File: src/rtl/thread_scheduler_fifo_ready_queue_unit_macros.svh
// Assertion macros for the thread scheduler block.
// Used by modules that carry concurrent checks; expects clk and arst_n in scope.
`ifndef THREAD_SCHEDULER_FIFO_READY_QUEUE_UNIT_MACROS_SVH
`define THREAD_SCHEDULER_FIFO_READY_QUEUE_UNIT_MACROS_SVH

// Condition must hold at every clock edge out of reset.
`define TSQ_ASSERT_ALWAYS(lbl, cond) \
	lbl: assert property (@(posedge clk) disable iff (!arst_n) (cond)) \
		else $error("tsq invariant violated");

// Antecedent in one cycle implies consequent in the next.
`define TSQ_ASSERT_NEXT(lbl, ante, cons) \
	lbl: assert property (@(posedge clk) disable iff (!arst_n) (ante) |=> (cons)) \
		else $error("tsq sequence violated");

`endif

File: src/rtl/tsq_pkg.sv
// Shared types and constants of the thread scheduler block.
// No dependencies; imported by tsq_ctrl and the top level.
package tsq_pkg;

	localparam int MAX_THREADS = 1024;
	localparam int TID_W       = $clog2(MAX_THREADS);
	localparam int CNT_W       = TID_W + 1;

	// command codes
	localparam logic [1:0] MODE_CREATE = 2'd0;
	localparam logic [1:0] MODE_YIELD  = 2'd1;
	localparam logic [1:0] MODE_EXIT   = 2'd2;
	localparam logic [1:0] MODE_KILL   = 2'd3;

	// yield target kinds
	localparam logic [1:0] KIND_SPEC = 2'd0;
	localparam logic [1:0] KIND_ANY  = 2'd1;
	localparam logic [1:0] KIND_SELF = 2'd2;

	// per-thread state codes
	localparam logic [1:0] TS_FREE    = 2'd0;
	localparam logic [1:0] TS_READY   = 2'd1;
	localparam logic [1:0] TS_RUNNING = 2'd2;

	typedef enum logic [2:0] {
		STS_OK, STS_INVALID, STS_NONE, STS_NOFREE, STS_HALTED
	} sts_t;

	// one entry of the thread table
	typedef struct packed {
		logic [1:0]       st;
		logic             kill;
		logic [TID_W-1:0] nxt;
		logic [TID_W-1:0] prv;
	} ent_t;

	localparam int ENT_W = $bits(ent_t);

	typedef struct packed {
		logic             we;
		logic [TID_W-1:0] waddr;
		ent_t             wdata;
		logic [TID_W-1:0] raddr;
	} tmem_req_t;

	typedef struct packed {
		logic             we;
		logic [TID_W-1:0] waddr;
		logic [TID_W-1:0] wdata;
		logic [TID_W-1:0] raddr;
	} smem_req_t;

	typedef enum logic [4:0] {
		ST_INIT, ST_IDLE, ST_CR, ST_ENQ_W, ST_ENQ_TW, ST_YCHK, ST_LOAD,
		ST_UL_H, ST_UL_HW, ST_UL_T, ST_UL_TW, ST_SW, ST_RUN, ST_PUSH,
		ST_DISP, ST_KCHK, ST_FIN
	} state_t;

endpackage

File: src/rtl/tsq_ctrl.sv
// Command sequencer of the thread scheduler: read-modify-write over the thread table
// and the free-id stack. Depends on tsq_pkg and the assertion macro header.
`include "thread_scheduler_fifo_ready_queue_unit_macros.svh"

module tsq_ctrl (
	input  logic                      clk,
	input  logic                      arst_n,
	input  logic                      in_valid,
	output logic                      in_ready,
	input  logic [1:0]                mode,
	input  logic [1:0]                target_kind,
	input  logic [tsq_pkg::TID_W-1:0] target_tid,
	output logic                      out_valid,
	input  logic                      out_ready,
	output logic [2:0]                status,
	output logic [tsq_pkg::TID_W-1:0] result_tid,
	output logic [tsq_pkg::TID_W-1:0] running_tid,
	output tsq_pkg::tmem_req_t        a_req,
	input  logic [tsq_pkg::ENT_W-1:0] a_rdata,
	output tsq_pkg::smem_req_t        b_req,
	input  logic [tsq_pkg::TID_W-1:0] b_rdata
);
	import tsq_pkg::*;

	state_t           state_q, state_d, enq_ret_q, enq_ret_d, ul_ret_q, ul_ret_d;
	logic [TID_W-1:0] head_q, head_d, tail_q, tail_d, cur_q, cur_d;
	logic [TID_W-1:0] tgt_q, tgt_d, enq_q, enq_d, res_q, res_d, clr_q, clr_d;
	logic [CNT_W-1:0] count_q, count_d, free_q, free_d;
	logic             halted_q, halted_d;
	sts_t             sts_q, sts_d, osts_q, osts_d;
	ent_t             e_q, e_d, rd;
	logic             ov_q, ov_d;
	logic [TID_W-1:0] ores_q, ores_d, orun_q, orun_d;
	logic             acc;

	assign rd       = ent_t'(a_rdata);
	assign in_ready = (state_q == ST_IDLE);
	assign acc      = in_valid && in_ready;

	assign out_valid   = ov_q;
	assign status      = osts_q;
	assign result_tid  = ores_q;
	assign running_tid = orun_q;

	// hold all state registers
	always_ff @(posedge clk or negedge arst_n) begin
		if (!arst_n) begin
			state_q   <= ST_INIT;
			enq_ret_q <= ST_FIN;
			ul_ret_q  <= ST_RUN;
			head_q    <= '0;
			tail_q    <= '0;
			cur_q     <= '0;
			tgt_q     <= '0;
			enq_q     <= '0;
			res_q     <= '0;
			clr_q     <= '0;
			count_q   <= '0;
			free_q    <= CNT_W'(MAX_THREADS - 1);
			halted_q  <= 1'b0;
			sts_q     <= STS_OK;
			osts_q    <= STS_OK;
			e_q       <= '0;
			ov_q      <= 1'b0;
			ores_q    <= '0;
			orun_q    <= '0;
		end else begin
			state_q   <= state_d;
			enq_ret_q <= enq_ret_d;
			ul_ret_q  <= ul_ret_d;
			head_q    <= head_d;
			tail_q    <= tail_d;
			cur_q     <= cur_d;
			tgt_q     <= tgt_d;
			enq_q     <= enq_d;
			res_q     <= res_d;
			clr_q     <= clr_d;
			count_q   <= count_d;
			free_q    <= free_d;
			halted_q  <= halted_d;
			sts_q     <= sts_d;
			osts_q    <= osts_d;
			e_q       <= e_d;
			ov_q      <= ov_d;
			ores_q    <= ores_d;
			orun_q    <= orun_d;
		end
	end

	// sequence one command through the memories
	always_comb begin
		state_d   = state_q;
		enq_ret_d = enq_ret_q;
		ul_ret_d  = ul_ret_q;
		head_d    = head_q;
		tail_d    = tail_q;
		cur_d     = cur_q;
		tgt_d     = tgt_q;
		enq_d     = enq_q;
		res_d     = res_q;
		clr_d     = clr_q;
		count_d   = count_q;
		free_d    = free_q;
		halted_d  = halted_q;
		sts_d     = sts_q;
		osts_d    = osts_q;
		e_d       = e_q;
		ov_d      = ov_q && !out_ready;
		ores_d    = ores_q;
		orun_d    = orun_q;
		a_req     = '0;
		b_req     = '0;

		unique case (state_q)
			ST_INIT: begin
				// clear the thread table and fill the free stack
				a_req.we       = 1'b1;
				a_req.waddr    = clr_q;
				a_req.wdata.st = (clr_q == '0) ? TS_RUNNING : TS_FREE;
				b_req.we       = 1'b1;
				b_req.waddr    = clr_q;
				b_req.wdata    = ~clr_q;
				clr_d          = clr_q + 1'b1;
				if (clr_q == TID_W'(MAX_THREADS - 1)) begin
					state_d = ST_IDLE;
				end
			end
			ST_IDLE: begin
				if (acc) begin
					sts_d = STS_OK;
					res_d = '0;
					if (halted_q) begin
						state_d = ST_FIN;
					end else begin
						case (mode)
							MODE_CREATE: begin
								if (free_q == '0) begin
									sts_d   = STS_NOFREE;
									state_d = ST_FIN;
								end else begin
									free_d      = free_q - 1'b1;
									b_req.raddr = free_d[TID_W-1:0];
									state_d     = ST_CR;
								end
							end
							MODE_YIELD: begin
								if (target_kind == KIND_SELF ||
									(target_kind == KIND_SPEC && target_tid == cur_q)) begin
									res_d   = cur_q;
									state_d = ST_FIN;
								end else if (target_kind == KIND_SPEC) begin
									tgt_d       = target_tid;
									a_req.raddr = target_tid;
									state_d     = ST_YCHK;
								end else if (target_kind == KIND_ANY) begin
									if (count_q == '0) begin
										sts_d   = STS_NONE;
										state_d = ST_FIN;
									end else begin
										tgt_d       = head_q;
										res_d       = head_q;
										ul_ret_d    = ST_SW;
										a_req.raddr = head_q;
										state_d     = ST_LOAD;
									end
								end else begin
									sts_d   = STS_INVALID;
									state_d = ST_FIN;
								end
							end
							MODE_EXIT: begin
								res_d       = cur_q;
								tgt_d       = cur_q;
								a_req.we    = 1'b1;
								a_req.waddr = cur_q;
								state_d     = ST_PUSH;
							end
							default: begin
								if (target_tid == cur_q) begin
									sts_d   = STS_INVALID;
									state_d = ST_FIN;
								end else begin
									tgt_d       = target_tid;
									a_req.raddr = target_tid;
									state_d     = ST_KCHK;
								end
							end
						endcase
					end
				end
			end
			ST_CR: begin
				// popped id goes to the queue tail
				enq_d     = b_rdata;
				res_d     = b_rdata;
				enq_ret_d = ST_FIN;
				state_d   = ST_ENQ_W;
			end
			ST_ENQ_W: begin
				a_req.we       = 1'b1;
				a_req.waddr    = enq_q;
				a_req.wdata.st = TS_READY;
				a_req.wdata.prv = (count_q == '0) ? '0 : tail_q;
				if (count_q == '0) begin
					head_d  = enq_q;
					tail_d  = enq_q;
					count_d = count_q + 1'b1;
					state_d = enq_ret_q;
				end else begin
					a_req.raddr = tail_q;
					state_d     = ST_ENQ_TW;
				end
			end
			ST_ENQ_TW: begin
				a_req.we        = 1'b1;
				a_req.waddr     = tail_q;
				a_req.wdata     = rd;
				a_req.wdata.nxt = enq_q;
				tail_d          = enq_q;
				count_d         = count_q + 1'b1;
				state_d         = enq_ret_q;
			end
			ST_YCHK: begin
				if (rd.st == TS_FREE) begin
					sts_d   = STS_INVALID;
					state_d = ST_FIN;
				end else if (rd.st != TS_READY) begin
					sts_d   = STS_NONE;
					state_d = ST_FIN;
				end else begin
					e_d      = rd;
					res_d    = tgt_q;
					ul_ret_d = ST_SW;
					state_d  = ST_UL_H;
				end
			end
			ST_LOAD: begin
				e_d     = rd;
				state_d = ST_UL_H;
			end
			ST_UL_H: begin
				// unlink from the predecessor side
				if (tgt_q == head_q) begin
					head_d  = e_q.nxt;
					state_d = ST_UL_T;
				end else begin
					a_req.raddr = e_q.prv;
					state_d     = ST_UL_HW;
				end
			end
			ST_UL_HW: begin
				a_req.we        = 1'b1;
				a_req.waddr     = e_q.prv;
				a_req.wdata     = rd;
				a_req.wdata.nxt = e_q.nxt;
				state_d         = ST_UL_T;
			end
			ST_UL_T: begin
				// unlink from the successor side
				count_d = count_q - 1'b1;
				if (tgt_q == tail_q) begin
					tail_d  = e_q.prv;
					state_d = ul_ret_q;
				end else begin
					a_req.raddr = e_q.nxt;
					state_d     = ST_UL_TW;
				end
			end
			ST_UL_TW: begin
				a_req.we        = 1'b1;
				a_req.waddr     = e_q.nxt;
				a_req.wdata     = rd;
				a_req.wdata.prv = e_q.prv;
				state_d         = ul_ret_q;
			end
			ST_SW: begin
				// yielding thread goes to the tail
				enq_d     = cur_q;
				enq_ret_d = ST_RUN;
				state_d   = ST_ENQ_W;
			end
			ST_RUN: begin
				cur_d       = tgt_q;
				a_req.we    = 1'b1;
				a_req.waddr = tgt_q;
				if (e_q.kill) begin
					state_d = ST_PUSH;
				end else begin
					a_req.wdata.st = TS_RUNNING;
					state_d        = ST_FIN;
				end
			end
			ST_PUSH: begin
				// return the retired id to the free stack
				if (!free_q[CNT_W-1]) begin
					b_req.we    = 1'b1;
					b_req.waddr = free_q[TID_W-1:0];
					b_req.wdata = tgt_q;
					free_d      = free_q + 1'b1;
				end
				state_d = ST_DISP;
			end
			ST_DISP: begin
				if (count_q == '0) begin
					halted_d = 1'b1;
					state_d  = ST_FIN;
				end else begin
					tgt_d       = head_q;
					ul_ret_d    = ST_RUN;
					a_req.raddr = head_q;
					state_d     = ST_LOAD;
				end
			end
			ST_KCHK: begin
				if (rd.st == TS_FREE) begin
					sts_d = STS_INVALID;
				end else begin
					a_req.we         = 1'b1;
					a_req.waddr      = tgt_q;
					a_req.wdata      = rd;
					a_req.wdata.kill = 1'b1;
					res_d            = tgt_q;
				end
				state_d = ST_FIN;
			end
			ST_FIN: begin
				// load the output register once it is free
				if (!ov_q || out_ready) begin
					ov_d    = 1'b1;
					osts_d  = halted_q ? STS_HALTED : sts_q;
					ores_d  = halted_q ? '0 : res_q;
					orun_d  = cur_q;
					state_d = ST_IDLE;
				end
			end
			default: begin
				state_d = ST_IDLE;
			end
		endcase
	end

	`TSQ_ASSERT_ALWAYS(a_count_bound, count_q + free_q <= CNT_W'(MAX_THREADS))
	`TSQ_ASSERT_NEXT(a_halt_sticky, halted_q, halted_q)
	`TSQ_ASSERT_NEXT(a_accept_busy, acc, state_q != ST_IDLE)

endmodule

File: config.mk
export PLATFORM = sky130hd
export DESIGN_NAME = tsq_ctrl
export DESIGN_NICKNAME = d
export VERILOG_FILES = /design/src/rtl/tsq_pkg.sv /design/src/rtl/tsq_ctrl.sv
export VERILOG_INCLUDE_DIRS = /design/src /design/src/rtl
export SDC_FILE = /design/constraint.sdc
export NUM_CORES = 1
export LEC_CHECK = 0
export ABC_AREA = 1
export ABC_CLOCK_PERIOD_IN_PS = 2800
export CAP_MARGIN = 10
export CORE_MARGIN = 2
export CORE_UTILIZATION = 55
export CTS_BUF_LIST = sky130_fd_sc_hd__clkbuf_4
export CTS_CLUSTER_SIZE = 12
export DETAILED_ROUTE_END_ITERATION = 7
export DONT_BUFFER_PORTS = 1
export PLACE_DENSITY_LB_ADDON = 0.05
export SYNTH_ARGS = -nofsm -noshare
export SYNTH_HDL_FRONTEND = slang
export SYNTH_SLANG_ARGS = --single-unit
export TNS_END_PERCENT = 10
File: constraint.sdc
create_clock -name clk -period 2.8 [get_ports clk]
set_input_delay 0.14 -clock clk [delete_from_list [all_inputs] [get_ports clk]]
set_output_delay 0.14 -clock clk [all_outputs]
set_load 0.05 [all_outputs]
# Word level (Yosys, flattened, before mapping)
# Cells that the tools add are included.
dict set report op_classes {
  addsub 5
  eq_ne 50
  mux 111
  n_bitwise 1
  reduce_logical 40
}
# op count
set ops {}
lappend ops {{10-bit 2-to-1 mux} 33}
lappend ops {{5-bit 2-to-1 mux} 25}
lappend ops {{10-bit one-hot mux with 2 select lines} 5}
lappend ops {{11-bit 2-to-1 mux} 9}
lappend ops {{11-bit one-hot mux with 8 select lines} 1}
lappend ops {{21-bit one-hot mux with 2 select lines} 2}
lappend ops {{10-bit one-hot mux with 4 select lines} 2}
lappend ops {{5-bit one-hot mux with 16 select lines} 1}
lappend ops {{21-bit 2-to-1 mux} 3}
lappend ops {{10-bit one-hot mux with 3 select lines} 2}
lappend ops {{10-bit one-hot mux with 5 select lines} 1}
lappend ops {{11-bit one-hot mux with 4 select lines} 1}
lappend ops {{5-bit by 4-bit equality test with 1-bit output, second input constant} 8}
lappend ops {{34-bit 2-to-1 mux} 1}
lappend ops {{2-bit inequality test, second input constant} 17}
lappend ops {{11-bit one-hot mux with 3 select lines} 1}
lappend ops {{10-bit equality test} 3}
lappend ops {{5-bit one-hot mux with 3 select lines} 2}
lappend ops {{3-bit 2-to-1 mux} 9}
lappend ops {{11-bit by 1-bit adder with 11-bit output, second input constant} 2}
lappend ops {{11-bit zero test} 2}
lappend ops {{11-bit one-hot mux with 2 select lines} 1}
lappend ops {{11-bit by 1-bit subtractor with 11-bit output, second input constant} 2}
lappend ops {{5-bit by 3-bit equality test with 1-bit output, second input constant} 4}
lappend ops {{35 further kinds} 70}
dict set report word_totals {
  regBits 156
  out_inout_bits 100
  elab_cells 229
}

# Depth between registers and ports, before layout
dict set report logic_depth {
  word_depth 9
  mapped_depth 16
  mapped_depth_nobuf 14
}

# Worst setup path after synthesis
# Ideal clock, no wire load.
dict set report synth_timing {
  path_type {register to output}
  startpoint {register state_q[3]}
  endpoint {output a_req[32] in the netlist's numbering}
  arrival_ns 2.577
  required_ns 2.660
  slack_ns 0.083
  path_stages_with_launch 5
  cell_sequence {dfrtp_1 nor2_4 nand3_1 buf_2 o41ai_1}
}
# element line_no
set synth_lines {}
lappend synth_lines {{start, declared} tsq_ctrl.sv:25} ;# state_t state_q, state_d, enq_ret_q, enq_ret_d, ul_ret_q, ul_ret_d;
lappend synth_lines {{start signal, assigned} tsq_ctrl.sv:68} ;# state_q <= state_d;
lappend synth_lines {{end, declared} tsq_ctrl.sv:18} ;# output tsq_pkg::tmem_req_t a_req,

==> summary.txt <==
Outcome
  – Status: finished with violations
  – Failing checks: hold timing, setup timing

Synthesis
  – Seq/Total Area, Yosys: between 30% and 40%
  – Syn nets: 1578
  – Syn_area_per_cell: about 6.9 µm²
  – Synth Flop Type: dfrtp_1
  – Synthesized area: ~0.010 mm²
  – Post-Syn Instances: 1509
  – FFs w/ async S/R, synth: 100%
  – YS warnings: 0
  – Flops & latches, synth: around 150
  – Unique cell type count in the Yosys netlist: 50
  – Post-synth EDFFs: 0

STA
  – Clock Skew: slightly below 40 ps
  – Period utilisation layout: 100%
  – Worst setup margin: -12.2 ps
  – F_max: between 300 and 400 MHz
  – Final setup vio count: 2
  – RSZ-0062 raised after global routing: true
  – Post-layout min period: around 2800 ps
  – Final hold vios: 149
  – Slew HR: a little over half
  – Worst Hold Slack: -784 ps
  – Worst-Margin Slew: 711 ps
  – Setup TNS: -16.7 ps
  – Final max-slew violation count: 0

CTS
  – Clock insertion delay at the later pin of the skew report: 610 ps
  – Root buffer cell: clkbuf_4
  – Clock buffer depth: 2
  – CTS Buf Count: 17
  – Clock sink count: between 100 and 150
  – H-tree lvl count: 4
  – Cts hold-fix bufs: between 40 and 50
  – Clock-pin slew on the worst setup and hold paths: approximately 160 ps
  – TritonCTS clock tree: yes

Cells and area
  – Multi-input combinational cell area: 0.00583 mm²
  – Final core occ: between 60% and 70%
  – Final Non-Filler Cells: around 1900
  – Synth-to-Final Area Change: 22.3%
  – Final #Nets: 1723
  – Ratio of cells with drive above 1 in the final layout: roughly 17%
  – Post-route design area: roughly 0.013 mm²
  – Fill count: between 1500 and 2000
  – Register Area: between 0.003 and 0.004 mm²

Power and ir drop
  – Part of the power in the clock network: 34.8%
  – P per Cell Area: approximately 330 mW/mm²
  – VDD IR max: about 0.23 mV
  – Sw power: roughly 1.2 mW
  – Combinational power share: 10.9%
  – Leak: 6.03 nW
  – Seq pwr share: between 50 and 60%
  – Int Pwr: around 2.9 mW
  – Sw Share: 29.5%

Route
  – Routed via count: about 12000
  – Max layer used: met4
  – Drt drc: 0
  – WL met1: around 16000 µm
  – Final WL: 42500 µm
  – DRT iter0 DRCs: 1571
  – DR WL/cell: between 20 and 25 µm
  – Met2 wire len: between 15000 and 20000 µm
  – Final ANT Viol Nets: 0
  – Vias/cell: ~6.2
  – Drt pass-1 iters: 7
  – DR WL met3: between 5000 and 6000 µm

Setup path
  – CP delay by family, top: simple AND/OR/NAND/NOR gates
  – RR Startpoint: state_q[2]
  – CP bufs+invs: 1
  – Data arrival, critical path: roughly 2700 ps
  – R2R cell count: 10
  – Crit path launch: head_q[3]
  – Crit path max fanout: 5
  – Crit-path cells: xor2_1, nor3_2, nand2_1, nor2_2, nand2_2, nand2_4, o21ai_0, nor2_1, nand2_2, buf_12
  – CP max stage cell: dfrtp_1
  – WP data required: between 2000 and 3000 ps
  – Cell depth of the worst setup path: 10
  – CP endpoint kind: output pin
  – Most frequent CP cell: nand2_2
  – Critical path startpoint category: flop
  – Max incr delay on CP: 510 ps
  – WS Path Type: reg2out

Placement
  – DP Area: 0.0115 mm²
  – Setup WS pre-CTS: about 340 ps
  – Port bufs: 0
  – Post-DP HPWL: around 31000 µm
  – Placed cell count: between 1500 and 2000
  – Routability cong.: around 1.1

Global routing
  – Initial antenna violation count: 1
  – Global route overflow: 0
  – Vias in the first global route: 11000
  – Total GRT Usage: between 40% and 50%
  – Largest net degree at the start of global routing: 150
  – First-pass GRT wire length: 62900 µm

Flow run
  – Max cap viols: 0

Floorplanning
  – Die area: approximately 0.02 mm²
  – Die width: around 140 µm
  – Core area: 0.0186 mm²
  – Initial Util: 55.7%
  – Ports: roughly 150
  – Die Span Y: around 140 µm
  – Site row count: 50

Min path
  – HP Class: in2async
[power groups by stage]
stage	combinational [mW]	clock (mW)	sequential [mW]
5_1_grt	0.478	1.49	2.24
3_3_place_gp	0.344	0	2.27
6_report	0.450	1.43	2.24
2_1_floorplan	0.229	0	2.26
3_5_place_dp	0.343	0	2.27
4_1_cts	0.404	1.42	2.23
[cells in the mapped netlist, types with 7 or more instances]
master	number	share of area, %
nand4_1	20	1.2
ha_1	17	2.1
nor2_1	146	5.3
a22o_1	12	1.0
buf_2	20	0.97
nand2_1	413	15
o21ai_0	144	7.0
dfstp_2	12	3.0
nor2_2	7	0.42
inv_1	178	6.5
nor3_1	17	0.82
xor2_1	26	2.2
o21ai_2	9	0.76
a21oi_1	55	2.7
o211ai_1	32	2.3
o221ai_1	20	1.7
nand3_1	66	3.2
dfrtp_1	137	33
clkbuf_1	34	1.2
o22ai_1	42	2.5
o21ai_1	23	1.1
inv_2	12	0.44
o2111ai_1	7	0.59
[flip-flops by register name (all words and copies together) (netlist names)]
name / count
running_tid: 10
free_q: 11
out_valid: 1
enq_ret_q: 2
enq_q: 10
tail_q: 10
halted_q: 1
ul_ret_q: 2
status: 3
head_q: 10
tgt_q: 10
result_tid: 10
sts_q: 2
res_q: 10
e_q: 21
cur_q: 10
clr_q: 10
count_q: 11
state_q: 5
[path summary, 6_finish.rpt]
path | endpoint | slack [ps]
max | a_req[3] | -10
min | tail_q[9] | -780
max reg2reg | e_q[20] | 50
min reg2reg | result_tid[5] | 490
max in group asynchronous | free_q[8] | 3280
min in group clk | tgt_q[0] | 10
[what timing repair did]
| action | 4_1_cts | 5_1_grt |
|---|---|---|
| hold endpoints to repair | 197 | 149 |
| gates resized for setup | 20 | 68 |
| setup endpoints to repair | 25 | 60 |
| pin swaps | 1 | 12 |
| buffers inserted | 1 | 15 |
| cloned | 0 | 3 |
[cells in the final DEF (no fill, tap or decap), types with 16 or more instances in the layout]
cell           count
dfrtp_1          128
nand2_1          399
dlygate4sd3_1     47
xor2_1            26
nand4_1           20
o221ai_1          20
inv_1            171
o211ai_1          32
o21ai_0          134
buf_4            118
nor2_1           135
o21ai_1           32
a21oi_1           54
o22ai_1           40
buf_12            17
clkbuf_4          19
ha_1              16
nand3_1           63
[per-stage QoR]
stage | total power, mW | hold WS (ps)
6_report | 4.12 | -784
5_1_grt | 4.21 | -824
4_1_cts | 4.05 | -810
3_5_place_dp | 2.61 | -152
3_3_place_gp | 2.61 | -153
2_1_floorplan | 2.49 | -156
[layer usage]
metal | up-vias | global-route usage, %
met4 | 0 | 24.2
met2 | 832 | 64.1
met5 | - | 0
met1 | 5513 | 52.8
met3 | 219 | 12.3
li1 | 5314 | -
[cell type report]
type / count / area share (%)
diodes: 1 / 0.0198
flip-flops and latches: 149 / 29.7
well taps: 234 / 2.31
clock inverters: 12 / 1.04
multi-input cells: 1107 / 46.0
clock buffers: 19 / 1.13
repair buffers: 189 / 14.1
inverters: 190 / 5.74
[cell families after synthesis]
logic type      Yosys count  synth area share (%)
simple gates            686                  27.5
compound gates          368                  21.4
buf+inv                 256                  9.94
flops                   149                  36.2
xor+xnor                 32                  2.71
fa+ha+maj                18                  2.25
No activity file was read; power rests on OpenSTA's default activity.
