`config.mk`:
```
export PLATFORM = sky130hd
export DESIGN_NAME = tsq_ram
export DESIGN_NICKNAME = d
export VERILOG_FILES = /design/src/rtl/thread_scheduler_fifo_ready_queue_unit_macros.svh /design/src/rtl/tsq_ram.sv
export SDC_FILE = /design/constraint.sdc
export NUM_CORES = 1
export LEC_CHECK = 0
export BUFFER_PORTS_ARGS = -buffer_cell sky130_fd_sc_hd__buf_2
export CORE_UTILIZATION = 35
export CTS_BUF_LIST = sky130_fd_sc_hd__clkbuf_8
export CTS_CLUSTER_SIZE = 16
export DETAILED_ROUTE_END_ITERATION = 6
export GPL_ROUTABILITY_DRIVEN = 0
export SLEW_MARGIN = 10
export SYNTH_ARGS = -nofsm -noshare
export SYNTH_HDL_FRONTEND = slang
export SYNTH_SLANG_ARGS = --single-unit
```
`constraint.sdc`:
```
create_clock -name clk -period 3.5 [get_ports clk]
set_clock_uncertainty 0.2 [all_clocks]
set_input_delay 0.175 -clock clk [delete_from_list [all_inputs] [get_ports clk]]
set_output_delay 0.175 -clock clk [all_outputs]
set_load 0.1 [all_outputs]
```
`src/rtl/thread_scheduler_fifo_ready_queue_unit_macros.svh`:
```
// Assertion macros for the thread scheduler block.
// Used by modules that carry concurrent checks; expects clk and arst_n in scope.
`ifndef THREAD_SCHEDULER_FIFO_READY_QUEUE_UNIT_MACROS_SVH
`define THREAD_SCHEDULER_FIFO_READY_QUEUE_UNIT_MACROS_SVH

// Condition must hold at every clock edge out of reset.
`define TSQ_ASSERT_ALWAYS(lbl, cond) \
	lbl: assert property (@(posedge clk) disable iff (!arst_n) (cond)) \
		else $error("tsq invariant violated");

// Antecedent in one cycle implies consequent in the next.
`define TSQ_ASSERT_NEXT(lbl, ante, cons) \
	lbl: assert property (@(posedge clk) disable iff (!arst_n) (ante) |=> (cons)) \
		else $error("tsq sequence violated");

`endif

```
`src/rtl/tsq_ram.sv`:
```
// Generic simple dual-port RAM: one write port, one read port, registered read.
// No dependencies.
module tsq_ram #(
	parameter int WIDTH = 8,
	parameter int DEPTH = 16
) (
	input  logic                     clk,
	input  logic                     we,
	input  logic [$clog2(DEPTH)-1:0] waddr,
	input  logic [WIDTH-1:0]         wdata,
	input  logic [$clog2(DEPTH)-1:0] raddr,
	output logic [WIDTH-1:0]         rdata
);

	logic [WIDTH-1:0] mem [DEPTH];

	// write port and registered read port
	always_ff @(posedge clk) begin
		if (we) begin
			mem[waddr] <= wdata;
		end
		rdata <= mem[raddr];
	end

endmodule

```
* Word level (Yosys, flattened, before mapping) *
Memory sizes are Yosys's and may differ from the RTL's. A register that Yosys moved wholly into a read port is not among the register bits.
Cells that the tools add are included.

storage, ports and cells
  RAM bits = 128
  memories = 1
  output and inout port bits = 8
  word-level logic and storage cells = 3
  bits of input ports = 18
  register bits = 0

memories
  name  depth  width  rd ports  clocked after Yosys merged registers in  write ports  RTL line       RTL
  mem   16     8      1         1                                        1            tsq_ram.sv:15  logic [WIDTH-1:0] mem [DEPTH];

cells by class
  mux-type cells = 2

operators by type and width
  operator          count
  2-to-1 mux 1 bit  2

* Longest topological paths before layout *
Gate-level depths: netlist of run 1.

  depth in word-level cells = 2
  mapped depth = 5
  depth with buffers taken out = 3

* Worst setup path after synthesis of run 1 *
Ideal clock, no wire load.

  kind = input to register
  from = input waddr[2]
  to = memory mem[0][0] (enable)
  setup time = 383 ps
  path buffers = 0
  slack = 1632 ps
  data required time = 2917 ps
  stages = 2
  arrival = 1285 ps
  path through = or3b_2 > nor3_1

RTL lines
  what             RTL line       RTL
  start, declared  tsq_ram.sv:9   input logic [$clog2(DEPTH)-1:0] waddr,
  end, declared    tsq_ram.sv:15

Straight into the memory's write port.

* Final worst setup path of run 1 *
  from = input waddr[0]
  to = memory mem[10][6] (enable)

Straight into the memory's write port.

==> report_table.html, run 1 <==
<table>
<tr><th>Metric</th><th>Value</th></tr>
<tr><th colspan="2">Run status</th></tr>
<tr><td>Status</td><td>complete, no violations</td></tr>
<tr><th colspan="2">Worst setup path</th></tr>
<tr><td>Critical-path top delay cell</td><td>nor2_1</td></tr>
<tr><td>Reg-to-Reg End</td><td>rdata[6]</td></tr>
<tr><td>Ordered list of cells on the worst path</td><td>dlygate4sd3_1 -&gt; buf_2 -&gt; nand2b_1 -&gt; nor2_1</td></tr>
<tr><td>Biggest cell delay along the critical path</td><td>0.83 ns</td></tr>
<tr><td>Category of cells accounting for the largest share of critical-path delay</td><td>simple AND/OR/NAND/NOR gates</td></tr>
<tr><td>Worst EP required</td><td>3.34 ns</td></tr>
<tr><td>Flop2flop setup slack</td><td>slightly below 2 ns</td></tr>
<tr><td>CP bufs+invs</td><td>2</td></tr>
<tr><td>Data arrival at the endpoint of the critical path</td><td>1.90 ns</td></tr>
<tr><td>Crit Path Category</td><td>input pin to register</td></tr>
<tr><td>RR Startpoint</td><td>mem[3][6]</td></tr>
<tr><td>Reg2reg path depth</td><td>3</td></tr>
<tr><td>Critical path launch point type</td><td>input pin</td></tr>
<tr><td>Critical Path Stages</td><td>4</td></tr>
<tr><td>Worst setup startpoint</td><td>waddr[0]</td></tr>
<tr><td>Biggest fanout along the worst timing path</td><td>8</td></tr>
<tr><td>Type of element capturing the critical path</td><td>register</td></tr>
<tr><th colspan="2">Clocking</th></tr>
<tr><td>Buffer type at the clock tree root</td><td>clkbuf_8</td></tr>
<tr><td>Count of instances resized after the clock tree is built</td><td>0</td></tr>
<tr><td>Number of buffers created by CTS</td><td>17</td></tr>
<tr><td>Clock transition at the register clock pins on the worst setup and hold paths after CTS</td><td>0.07 ns</td></tr>
<tr><td>CTS Hold Buffers Added</td><td>10</td></tr>
<tr><td>Clock tree from TritonCTS</td><td>built</td></tr>
<tr><td>CTS H-Tree Depth</td><td>4</td></tr>
<tr><td>Number of sinks handled by clock tree synthesis</td><td>around 140</td></tr>
<tr><td>Deepest clock path buffer count</td><td>2</td></tr>
<tr><td>Post-CTS setup-driven buffer insertion count</td><td>0</td></tr>
<tr><td>Source-to-sink clock delay at the later pin of the worst-skew pair</td><td>0.43 ns</td></tr>
<tr><th colspan="2">Pwr</th></tr>
<tr><td>Switching share of power</td><td>22.5%</td></tr>
<tr><td>Proportion of power drawn by flip-flops and latches</td><td>between 50% and 60%</td></tr>
<tr><td>Total internal power</td><td>approximately 2500 uW</td></tr>
<tr><td>Combinational cell fraction of total power</td><td>just under 8%</td></tr>
<tr><td>Proportion of power drawn by the clock network</td><td>35.2%</td></tr>
<tr><td>Peak supply drop</td><td>415 uV</td></tr>
<tr><td>Power per standard cell area</td><td>542 nW/um2</td></tr>
<tr><td>Leakage</td><td>around 0.0020 uW</td></tr>
<tr><td>Net switching component of the power</td><td>721 uW</td></tr>
<tr><th colspan="2">Logic synthesis</th></tr>
<tr><td>Most area-consuming cells after synthesis</td><td>edfxtp_1, mux4_2, mux4_1, dfxtp_1, a22oi_1</td></tr>
<tr><td>Number of standard cells after synthesis</td><td>roughly 230</td></tr>
<tr><td>Share of synthesized flip-flops with an asynchronous set or reset</td><td>0%</td></tr>
<tr><td>Area share of the leading cell type in the synthesized netlist</td><td>between 70% and 80%</td></tr>
<tr><td>Predominant post-synthesis flop cell</td><td>edfxtp_1</td></tr>
<tr><td>Area of the mapped netlist</td><td>5150 um2</td></tr>
<tr><td>Most frequent cell after synthesis</td><td>edfxtp_1</td></tr>
<tr><td>Count of cell types in the netlist</td><td>19</td></tr>
<tr><td>FF+latch count, synth</td><td>136</td></tr>
<tr><td>Synth Area per Inst</td><td>around 22 um2</td></tr>
<tr><td>Sequential cell area fraction in the yosys report</td><td>slightly below 80%</td></tr>
<tr><td>Number of flops mapped to enable cells by yosys</td><td>about 130</td></tr>
<tr><td>Synthesis warning total</td><td>0</td></tr>
<tr><td>Net count after synthesis</td><td>about 250</td></tr>
<tr><td>List of most frequent post-synthesis cells</td><td>edfxtp_1, mux4_2, a22oi_1, mux4_1, nor2_1</td></tr>
<tr><td>Library cell with the largest summed area after synthesis</td><td>edfxtp_1</td></tr>
<tr><th colspan="2">Timing</th></tr>
<tr><td>Final count of negative-setup-slack endpoints</td><td>0</td></tr>
<tr><td>Setup slack of the critical path after layout</td><td>about 1.4 ns</td></tr>
<tr><td>Max-slew violations</td><td>0</td></tr>
<tr><td>RSZ-0062 raised after global routing</td><td>no</td></tr>
<tr><td>Fraction of the cycle the final worst path needs</td><td>58.8%</td></tr>
<tr><td>Fin crit period</td><td>slightly above 2 ns</td></tr>
<tr><td>Worst rel slew slack</td><td>between 20% and 30%</td></tr>
<tr><td>Tightest Pin Transition</td><td>1.15 ns</td></tr>
<tr><td>Final sum of negative setup slack</td><td>0 ns</td></tr>
<tr><td>Number of hold violations in the final report</td><td>0</td></tr>
<tr><td>Max frequency</td><td>486 MHz</td></tr>
<tr><th colspan="2">Floorplanning</th></tr>
<tr><td>Starting density of the core</td><td>a little over a third</td></tr>
<tr><td>Die height</td><td>roughly 120 um</td></tr>
<tr><td>I/O pin count</td><td>26</td></tr>
<tr><td>Core ar.</td><td>14100 um2</td></tr>
<tr><td>FP Rows</td><td>between 40 and 50</td></tr>
<tr><td>Area of the die</td><td>15200 um2</td></tr>
<tr><td>Horiz. Die Dim</td><td>around 120 um</td></tr>
<tr><th colspan="2">Routing</th></tr>
<tr><td>Number of design-rule violations left by the first detailed-router iteration</td><td>150</td></tr>
<tr><td>Total length of routed wires</td><td>~10000 um</td></tr>
<tr><td>Post-DR vias/cell</td><td>slightly above 5</td></tr>
<tr><td>Via count</td><td>about 2400</td></tr>
<tr><td>DRC errors left</td><td>0</td></tr>
<tr><td>Antenna-violating nets left</td><td>0</td></tr>
<tr><td>Pre-Repair DR Iteration Count</td><td>4</td></tr>
<tr><td>Wire length per cell after detailed routing</td><td>about 22 um</td></tr>
<tr><th colspan="2">Worst hold path</th></tr>
<tr><td>Hold Path Stages</td><td>3</td></tr>
<tr><td>End of the worst hold path</td><td>mem[0][2]</td></tr>
<tr><td>Kind of path behind the tightest hold check</td><td>input pin to register</td></tr>
<tr><td>Worst hold start</td><td>waddr[1]</td></tr>
<tr><th colspan="2">Placement</th></tr>
<tr><td>Buffers on Ports</td><td>25</td></tr>
<tr><td>Sum of net half-perimeters after detailed placement</td><td>6360 um</td></tr>
<tr><td>Post-placement worst setup slack</td><td>approximately 1.2 ns</td></tr>
<tr><th colspan="2">Global route</th></tr>
<tr><td>Overflow after GRT</td><td>0</td></tr>
<tr><td>Maximum number of pins on one net before global-route repair</td><td>33</td></tr>
<tr><td>Combined global-route utilization of all metal layers</td><td>between 10% and 20%</td></tr>
<tr><td>Initial antenna violation count</td><td>0</td></tr>
<tr><td>Global-route wire length before repair</td><td>about 15000 um</td></tr>
<tr><td>Number of global-route vias before repair</td><td>2562</td></tr>
<tr><th colspan="2">Cells and area</th></tr>
<tr><td>Count of nets after finishing</td><td>298</td></tr>
<tr><td>Layout cell share with drive strength beyond 1</td><td>between 20% and 30%</td></tr>
<tr><td>Antenna diode count</td><td>0</td></tr>
<tr><td>Post-synthesis to final-layout area growth</td><td>14.9%</td></tr>
<tr><th colspan="2">Flow run</th></tr>
<tr><td>Number of maximum-capacitance constraint violations</td><td>0</td></tr>
</table>
final cells by class:
cell class | instances | area (um2)
Multi-Input combinational cell | 83 | 1060
Clock inverter | 12 | 75.1
Tap cell | 180 | 225
Clock buffer | 20 | 275
Fill cell | 1249 | 8180
Timing Repair Buffer | 42 | 278
Sequential cell | 136 | 4000
layout by cell type (no fill, tap or decap), types with 8 or more instances in the layout:
cell	n
nand2_1	9
dfxtp_1	8
buf_2	25
mux4_2	18
nor2_1	13
edfxtp_1	128
clkbuf_8	20
a22oi_1	16
dlygate4sd3_1	10
inv_1	8
mux4_1	14
logic make-up (layout without fill, tap and decap cells):
group	after synthesis	count (layout)	synth area share, %
compound gates	16	16	2.33
flops	136	136	77.8
mux	32	32	15.0
buf+inv	10	74	1.68
simple gates	35	35	3.18
power by group through the flow:
| stage | Combinational, uW | Clock (uW) | Sequential [uW] |
|---|---|---|---|
| after floorplan | 92.4 | 0 | 1940 |
| after global placement | 239 | 0 | 1870 |
| after detailed placement | 243 | 0 | 1870 |
| after CTS | 251 | 1150 | 1830 |
| after global routing | 264 | 1220 | 1830 |
| final | 249 | 1130 | 1830 |
state kept, by name, summed over array words and instances (netlist names):
signal,flops
rdata,8
mem,128
routing by layer:
layer	up-vias	part of all wire [%]	wire, um	global-route usage [%]
met2	90	47	4860	21.9
li1	1076	-	-	-
met1	1275	45	4680	21.5
met5	-	0	0	0
met4	0	0.48	49	5.12
met3	5	6.8	696	4.70
worst max path at each step:
stage,end,slack (ns)
detailed placement,rdata[0],1.15
CTS,mem[14][0],1.47
global placement,rdata[0],1.15
finish,mem[10][6],1.44
floorplan,mem[0][0],1.63
global route,mem[10][0],1.37
per-stage QoR:
step                      total power [uW]  area, um2  cells  hold slack [ns]  util, %
after floorplan                       2030       5150    229           0.0739        -
after detailed placement              2110       5460    431            0.371     38.8
after CTS                             3240       5910    473           0.0904     42.0
after global placement                2110       5460    431            0.344     38.8
after global routing                  3320       5910    473            0.101     42.0
final                                 3210       5910    473            0.118     42.0
worst reg2reg max path: stages, from the launching register on:
cell	delay (ns)
edfxtp_1	0.38
mux4_2	0.47
a22oi_1	0.32
nand2_1	0.08
(Power assumes the default switching activity.)
==> run 2, diff against run 1 <==
clock period = 1.8 ns   (was 3.5 ns; I/O delays follow)
==> report_table.html, run 2 (synthesis results as in run 1) <==
<table>
<tr><th>Metric</th><th>Value</th></tr>
<tr><th colspan="2">Worst setup path</th></tr>
<tr><td>Reg2reg path depth</td><td>3 (unchanged)</td></tr>
<tr><td>Flop2flop setup slack</td><td>0.27 ns (was 1.93 ns)</td></tr>
<tr><td>RR Startpoint</td><td>mem[10][7] (was mem[3][6])</td></tr>
<tr><td>Reg-to-Reg End</td><td>rdata[7] (was rdata[6])</td></tr>
<tr><td>Critical-path top delay cell</td><td>dlygate4sd3_1 (was nor2_1)</td></tr>
<tr><td>Biggest fanout along the worst timing path</td><td>7 (was 8)</td></tr>
<tr><td>Category of cells accounting for the largest share of critical-path delay</td><td>buffers and inverters (was simple AND/OR/NAND/NOR gates)</td></tr>
<tr><td>Data arrival at the endpoint of the critical path</td><td>1.68 ns (was 1.90 ns)</td></tr>
<tr><td>CP bufs+invs</td><td>3 (was 2)</td></tr>
<tr><td>Type of element capturing the critical path</td><td>register (unchanged)</td></tr>
<tr><td>Critical path launch point type</td><td>input pin (unchanged)</td></tr>
<tr><td>Ordered list of cells on the worst path</td><td>dlygate4sd3_1 -&gt; buf_2 -&gt; or3b_2 -&gt; nor2_1 -&gt; buf_4 (was dlygate4sd3_1 -&gt; buf_2 -&gt; nand2b_1 -&gt; nor2_1)</td></tr>
<tr><td>Biggest cell delay along the critical path</td><td>0.54 ns (was 0.83 ns)</td></tr>
<tr><td>Worst EP required</td><td>1.73 ns (was 3.34 ns)</td></tr>
<tr><td>Crit Path Category</td><td>input pin to register (unchanged)</td></tr>
<tr><th colspan="2">Worst hold path</th></tr>
<tr><td>Worst hold start</td><td>raddr[3] (was waddr[1])</td></tr>
<tr><td>Hold Path Stages</td><td>5 (was 3)</td></tr>
<tr><td>End of the worst hold path</td><td>rdata[3] (was mem[0][2])</td></tr>
<tr><td>Kind of path behind the tightest hold check</td><td>input pin to register (unchanged)</td></tr>
<tr><th colspan="2">Floorplanning</th></tr>
<tr><td>Starting density of the core</td><td>36.5% (unchanged)</td></tr>
<tr><td>I/O pin count</td><td>26 (unchanged)</td></tr>
<tr><td>Horiz. Die Dim</td><td>123 um (unchanged)</td></tr>
<tr><td>Die height</td><td>123 um (unchanged)</td></tr>
<tr><td>Area of the die</td><td>15200 um2 (unchanged)</td></tr>
<tr><td>FP Rows</td><td>43 (unchanged)</td></tr>
<tr><td>Core ar.</td><td>14100 um2 (unchanged)</td></tr>
<tr><th colspan="2">Cells and area</th></tr>
<tr><td>Most common cell after layout, fill and taps aside</td><td>edfxtp_1 (unchanged)</td></tr>
<tr><td>Highest-count cells in the layout ignoring fill and taps</td><td>edfxtp_1, buf_2, buf_4 (was edfxtp_1, buf_2, clkbuf_8)</td></tr>
<tr><td>Utilization after layout</td><td>44.0% (was 42.0%)</td></tr>
<tr><td>Number of inserted filler cells in the final layout</td><td>1240 (was 1249)</td></tr>
<tr><td>Number of flip-flops under the largest register name</td><td>128 (unchanged)</td></tr>
<tr><td>Post-synthesis to final-layout area growth</td><td>20.6% (was 14.9%)</td></tr>
<tr><td>Layout cell share with drive strength beyond 1</td><td>31.0% (was 25.6%)</td></tr>
<tr><td>Count of nets after finishing</td><td>318 (was 298)</td></tr>
<tr><td>Largest register by flop count</td><td>mem (unchanged)</td></tr>
<tr><td>Largest registers ranked by flip-flop count</td><td>mem (128), rdata (8) (unchanged)</td></tr>
<tr><td>Antenna diode count</td><td>0 (unchanged)</td></tr>
<tr><th colspan="2">Clocking</th></tr>
<tr><td>Source-to-sink clock delay at the later pin of the worst-skew pair</td><td>0.42 ns (was 0.43 ns)</td></tr>
<tr><td>Clock tree from TritonCTS</td><td>built (unchanged)</td></tr>
<tr><td>Number of sinks handled by clock tree synthesis</td><td>136 (unchanged)</td></tr>
<tr><td>Number of buffers created by CTS</td><td>17 (unchanged)</td></tr>
<tr><td>CTS H-Tree Depth</td><td>4 (unchanged)</td></tr>
<tr><td>Buffer type at the clock tree root</td><td>clkbuf_8 (unchanged)</td></tr>
<tr><td>Deepest clock path buffer count</td><td>2 (unchanged)</td></tr>
<tr><td>Clock transition at the register clock pins on the worst setup and hold paths after CTS</td><td>0.07 ns (about the same)</td></tr>
<tr><td>Post-CTS setup-driven buffer insertion count</td><td>0 (unchanged)</td></tr>
<tr><th colspan="2">Run status</th></tr>
<tr><td>Status</td><td>complete, no violations (unchanged)</td></tr>
<tr><th colspan="2">Timing</th></tr>
<tr><td>Fraction of the cycle the final worst path needs</td><td>97.4%</td></tr>
<tr><td>Max frequency</td><td>roughly 570 MHz</td></tr>
<tr><td>RSZ-0062 raised after global routing</td><td>no (unchanged)</td></tr>
<tr><td>Fin crit period</td><td>1.75 ns</td></tr>
<tr><td>Worst rel slew slack</td><td>66.4% (was 22.9%)</td></tr>
<tr><td>Tightest Pin Transition</td><td>0.507 ns (was 1.15 ns)</td></tr>
<tr><td>Number of hold violations in the final report</td><td>0 (unchanged)</td></tr>
<tr><td>Max-slew violations</td><td>0 (unchanged)</td></tr>
<tr><td>Final count of negative-setup-slack endpoints</td><td>0 (unchanged)</td></tr>
<tr><td>Final sum of negative setup slack</td><td>0 ns (unchanged)</td></tr>
<tr><th colspan="2">Pwr</th></tr>
<tr><td>Power per standard cell area</td><td>1100 nW/um2 (was 542 nW/um2)</td></tr>
<tr><td>Peak supply drop</td><td>500 uV (was 415 uV)</td></tr>
<tr><td>Power, Total</td><td>6820 uW (was 3210 uW)</td></tr>
<tr><td>Leakage</td><td>0.00212 uW (was 0.00199 uW)</td></tr>
<tr><th colspan="2">Routing</th></tr>
<tr><td>Number of design-rule violations left by the first detailed-router iteration</td><td>110 (was 150)</td></tr>
<tr><td>Antenna-violating nets left</td><td>0 (unchanged)</td></tr>
<tr><td>Pre-Repair DR Iteration Count</td><td>4 (unchanged)</td></tr>
<tr><td>DRC errors left</td><td>0 (unchanged)</td></tr>
<tr><td>Post-DR vias/cell</td><td>4.90 (was 5.17)</td></tr>
<tr><td>Total length of routed wires</td><td>9780 um (was 10300 um)</td></tr>
<tr><td>Wire length per cell after detailed routing</td><td>19.8 um (was 21.7 um)</td></tr>
<tr><td>Via count</td><td>2415 (was 2446)</td></tr>
<tr><th colspan="2">Global route</th></tr>
<tr><td>Number of global-route vias before repair</td><td>2609 (was 2562)</td></tr>
<tr><td>Maximum number of pins on one net before global-route repair</td><td>33 (unchanged)</td></tr>
<tr><td>Initial antenna violation count</td><td>0 (unchanged)</td></tr>
<tr><td>Overflow after GRT</td><td>0 (unchanged)</td></tr>
<tr><td>Global-route wire length before repair</td><td>15400 um (about the same)</td></tr>
<tr><td>Combined global-route utilization of all metal layers</td><td>14.7% (was 15.1%)</td></tr>
<tr><th colspan="2">Placement</th></tr>
<tr><td>Buffers on Ports</td><td>25 (unchanged)</td></tr>
<tr><td>Sum of net half-perimeters after detailed placement</td><td>6340 um (was 6360 um)</td></tr>
<tr><th colspan="2">Flow run</th></tr>
<tr><td>Number of maximum-capacitance constraint violations</td><td>0 (unchanged)</td></tr>
</table>
-- run 2: changes by cell type in the layout (fill, tap and decap cells not counted), sizes merged --
cell and delta:
inv -6, dlygate4sd3 +4, buf +16, clkinvlp +1, clkinv +4, bufinv +4, clkbuf -3
-- run 2: report_power, final --
part           switching [uW]  total [uW]  internal [uW]  leakage (uW)
clock network            1120        2750           1630      0.000229
logic                     339         511            171      0.000664
registers                21.8        3560           3540       0.00122
total                    1480        6820           5340       0.00212
-- run 2: worst max-delay path by stage --
stage / slack [ns] / cells after the start / to / from
after floorplan: 0.02 / 2 / mem[0][0] / waddr[2]
after global placement: 0.06 / 6 / rdata[2] / raddr[0]
after detailed placement: 0.03 / 6 / rdata[2] / raddr[0]
after CTS: 0.09 / 5 / mem[2][7] / waddr[2]
after global routing: 0.01 / 5 / mem[0][0] / waddr[2]
final: 0.05 / 5 / mem[1][3] / waddr[2]
-- run 2: per-stage QoR --
stage / instances / setup WS [ns] / hold WS, ns / area, um2
2_1_floorplan: 229 / 0.0171 / -0.0111 / 5150
3_3_place_gp: 447 / 0.0587 / 0.283 / 5620
3_5_place_dp: 447 / 0.0287 / 0.283 / 5620
4_1_cts: 493 / 0.0862 / 0.0185 / 6210
5_1_grt: 493 / 0.0104 / 0.0262 / 6210
6_report: 493 / 0.0475 / 0.0385 / 6210
-- run 2: area by class of cell --
cell class                      count  area [um2]  area share [%]
Clock inverter                     15         210            3.39
Sequential cell                   136        4000            64.5
Tap cell                          180         225            3.63
Multi-Input combinational cell     83        1060            17.1
Clock buffer                       17         234            3.77
Timing Repair Buffer               62         475            7.66
-- run 2: worst min-delay path, delay by kind of cell --
| kind | cells | cell delay (ns) |
|---|---|---|
| buffers and inverters | 2 | 0.30 |
| and+or+nand+nor | 2 | 0.15 |
| AOI/OAI and AO/OA | 1 | 0.09 |
-- run 2: metal layers --
| layer | track usage (%) | share of wire, % |
|---|---|---|
| met1 | 19.7 | 46 |
| met3 | 4.11 | 4.1 |
| met2 | 23.1 | 50 |
| met4 | 4.97 | 0.63 |
| met5 | 0 | 0 |
-- run 2: what timing repair did --
item / CTS / global route
endpoints found under the setup margin: 0 / 7
hold endpoints to repair: 134 / 0
hold buffers: 14 / 0
gates resized for setup: 0 / 1
==> run 3, diff against run 2 <==
ABC_AREA = 0   (was unset)
RECOVER_POWER = 25   (was unset)
==> report_table.html, run 3 (synthesis results as in run 1) <==
<table>
<tr><th>Metric</th><th>Value</th></tr>
<tr><th colspan="2">Global route</th></tr>
<tr><td>Global-route wire length before repair</td><td>15400 um (unchanged)</td></tr>
<tr><td>Overflow after GRT</td><td>0 (unchanged)</td></tr>
<tr><td>Global-route met3 utilization</td><td>4.11% (unchanged)</td></tr>
<tr><td>Global-route layer with the greatest usage</td><td>met2 (unchanged)</td></tr>
<tr><td>Initial antenna violation count</td><td>0 (unchanged)</td></tr>
<tr><td>Combined global-route utilization of all metal layers</td><td>14.7% (unchanged)</td></tr>
<tr><td>Global routing met1 resource utilization</td><td>19.7% (unchanged)</td></tr>
<tr><td>Number of global-route vias before repair</td><td>2609 (unchanged)</td></tr>
<tr><td>Grt met2 use</td><td>23.1% (unchanged)</td></tr>
<tr><td>Maximum number of pins on one net before global-route repair</td><td>33 (unchanged)</td></tr>
<tr><th colspan="2">Cells and area</th></tr>
<tr><td>Antenna diode count</td><td>0 (unchanged)</td></tr>
<tr><td>Layout cell share with drive strength beyond 1</td><td>29.4% (was 31.0%)</td></tr>
<tr><td>Count of nets after finishing</td><td>318 (unchanged)</td></tr>
<tr><td>Post-synthesis to final-layout area growth</td><td>20.5% (was 20.6%)</td></tr>
<tr><td>Largest register by flop count</td><td>mem (unchanged)</td></tr>
<tr><td>Number of flip-flops under the largest register name</td><td>128 (unchanged)</td></tr>
<tr><td>Largest registers ranked by flip-flop count</td><td>mem (128), rdata (8) (unchanged)</td></tr>
<tr><td>Highest-count cells in the layout ignoring fill and taps</td><td>edfxtp_1, buf_2, buf_4 (unchanged)</td></tr>
<tr><td>Post-Layout Cell Count</td><td>493 (unchanged)</td></tr>
<tr><td>Utilization after layout</td><td>44.0% (about the same)</td></tr>
<tr><td>Most common cell after layout, fill and taps aside</td><td>edfxtp_1 (unchanged)</td></tr>
<tr><th colspan="2">Run status</th></tr>
<tr><td>Status</td><td>complete, no violations (unchanged)</td></tr>
<tr><th colspan="2">Clocking</th></tr>
<tr><td>Post-CTS setup-driven buffer insertion count</td><td>0 (unchanged)</td></tr>
<tr><td>Buffer type at the clock tree root</td><td>clkbuf_8 (unchanged)</td></tr>
<tr><td>Number of buffers created by CTS</td><td>17 (unchanged)</td></tr>
<tr><td>Clock tree from TritonCTS</td><td>built (unchanged)</td></tr>
<tr><td>CTS H-Tree Depth</td><td>4 (unchanged)</td></tr>
<tr><td>Source-to-sink clock delay at the later pin of the worst-skew pair</td><td>0.42 ns (about the same)</td></tr>
<tr><td>Clock transition at the register clock pins on the worst setup and hold paths after CTS</td><td>0.07 ns (about the same)</td></tr>
<tr><td>Deepest clock path buffer count</td><td>2 (unchanged)</td></tr>
<tr><td>Number of sinks handled by clock tree synthesis</td><td>136 (unchanged)</td></tr>
<tr><th colspan="2">Routing</th></tr>
<tr><td>Number of design-rule violations left by the first detailed-router iteration</td><td>110 (unchanged)</td></tr>
<tr><td>Total length of routed wires</td><td>9780 um (about the same)</td></tr>
<tr><td>Wire length per cell after detailed routing</td><td>19.8 um (about the same)</td></tr>
<tr><td>Pre-Repair DR Iteration Count</td><td>4 (unchanged)</td></tr>
<tr><td>Via count</td><td>2425 (was 2415)</td></tr>
<tr><td>Antenna-violating nets left</td><td>0 (unchanged)</td></tr>
<tr><td>Post-DR vias/cell</td><td>4.92 (was 4.90)</td></tr>
<tr><td>DRC errors left</td><td>0 (unchanged)</td></tr>
<tr><th colspan="2">Pwr</th></tr>
<tr><td>Leakage</td><td>0.00210 uW (was 0.00212 uW)</td></tr>
<tr><td>Peak supply drop</td><td>499 uV (was 500 uV)</td></tr>
<tr><td>Power per standard cell area</td><td>1100 nW/um2 (about the same)</td></tr>
<tr><td>Power, Total</td><td>6820 uW (about the same)</td></tr>
<tr><th colspan="2">Timing</th></tr>
<tr><td>Max-slew violations</td><td>0 (unchanged)</td></tr>
<tr><td>Max frequency</td><td>570 MHz (was 571 MHz)</td></tr>
<tr><td>Fraction of the cycle the final worst path needs</td><td>97.4% (about the same)</td></tr>
<tr><td>RSZ-0062 raised after global routing</td><td>no (unchanged)</td></tr>
<tr><td>Final sum of negative setup slack</td><td>0 ns (unchanged)</td></tr>
<tr><td>Setup slack of the critical path after layout</td><td>0.0466 ns (was 0.0475 ns)</td></tr>
<tr><td>Number of hold violations in the final report</td><td>0 (unchanged)</td></tr>
<tr><td>Final count of negative-setup-slack endpoints</td><td>0 (unchanged)</td></tr>
<tr><td>Worst rel slew slack</td><td>55.9% (was 66.4%)</td></tr>
<tr><td>Tightest Pin Transition</td><td>0.662 ns (was 0.507 ns)</td></tr>
<tr><td>Fin crit period</td><td>1.75 ns (about the same)</td></tr>
<tr><th colspan="2">Worst setup path</th></tr>
<tr><td>Crit Path Category</td><td>input pin to register (unchanged)</td></tr>
<tr><td>Critical path launch point type</td><td>input pin (unchanged)</td></tr>
<tr><td>Worst EP required</td><td>1.73 ns (about the same)</td></tr>
<tr><td>Biggest fanout along the worst timing path</td><td>7 (unchanged)</td></tr>
<tr><td>Type of element capturing the critical path</td><td>register (unchanged)</td></tr>
<tr><td>Data arrival at the endpoint of the critical path</td><td>1.68 ns (about the same)</td></tr>
<tr><th colspan="2">Floorplanning</th></tr>
<tr><td>Die height</td><td>123 um (unchanged)</td></tr>
<tr><td>Horiz. Die Dim</td><td>123 um (unchanged)</td></tr>
<tr><td>Core ar.</td><td>14100 um2 (unchanged)</td></tr>
<tr><td>Area of the die</td><td>15200 um2 (unchanged)</td></tr>
<tr><td>Starting density of the core</td><td>36.5% (unchanged)</td></tr>
<tr><td>I/O pin count</td><td>26 (unchanged)</td></tr>
<tr><td>FP Rows</td><td>43 (unchanged)</td></tr>
<tr><th colspan="2">Placement</th></tr>
<tr><td>Sum of net half-perimeters after detailed placement</td><td>6340 um (unchanged)</td></tr>
<tr><td>Cell count after placement</td><td>447 (unchanged)</td></tr>
<tr><td>Buffers on Ports</td><td>25 (unchanged)</td></tr>
<tr><td>Post-placement worst setup slack</td><td>0.0287 ns (unchanged)</td></tr>
<tr><th colspan="2">Flow run</th></tr>
<tr><td>Number of maximum-capacitance constraint violations</td><td>0 (unchanged)</td></tr>
<tr><th colspan="2">Worst hold path</th></tr>
<tr><td>Kind of path behind the tightest hold check</td><td>input pin to register (unchanged)</td></tr>
</table>
==> run 3: final cells by class <==
cell class | instances | area (um2)
Fill cell | 1245 | 7890
Timing Repair Buffer | 62 | 469
Sequential cell | 136 | 4000
Clock buffer | 17 | 234
Tap cell | 180 | 225
Multi-Input combinational cell | 83 | 1060
Clock inverter | 15 | 210
==> run 3: path summary, 6_finish.rpt <==
check | startpoint | end | slack, ns | cells after the start
hold / removal | raddr[3] | rdata[3] | 0.04 | 5
hold reg to reg | mem[11][5] | rdata[5] | 0.48 | 3
setup / recovery | waddr[2] | mem[1][0] | 0.05 | 5
setup reg to reg | mem[10][7] | rdata[7] | 0.27 | 3
==> run 3: per-layer routing <==
metal | part of all wire (%) | vias up
met3 | 3.0 | 5
met5 | 0 | -
li1 | - | 1114
met4 | 0.63 | 0
met2 | 50 | 42
met1 | 47 | 1264
==> run 3: report_power, final <==
group	switching [uW]	internal [uW]
Clock	1120	1630
Combinational	340	170
Sequential	21.8	3540
Total	1480	5340
==> run 3: critical path, stage by stage <==
cell and delay [ns]:
dlygate4sd3_1 0.54, buf_2 0.14, or3b_2 0.52, nor2_1 0.18, buf_4 0.20
==> run 3: timing repair <==
action | 4_1_cts | 5_1_grt
hold buffers | 14 | 0
setup endpoints to repair | 0 | 7
hold endpoints to repair | 134 | 0
resized for setup | 0 | 1
==> run 3: per-stage QoR <==
stage | instance area, um2 | hold slack [ns]
after floorplan | 5150 | -0.0111
after global placement | 5620 | 0.283
after detailed placement | 5620 | 0.283
after CTS | 6210 | 0.0185
after global routing | 6200 | 0.0262
final | 6200 | 0.0440
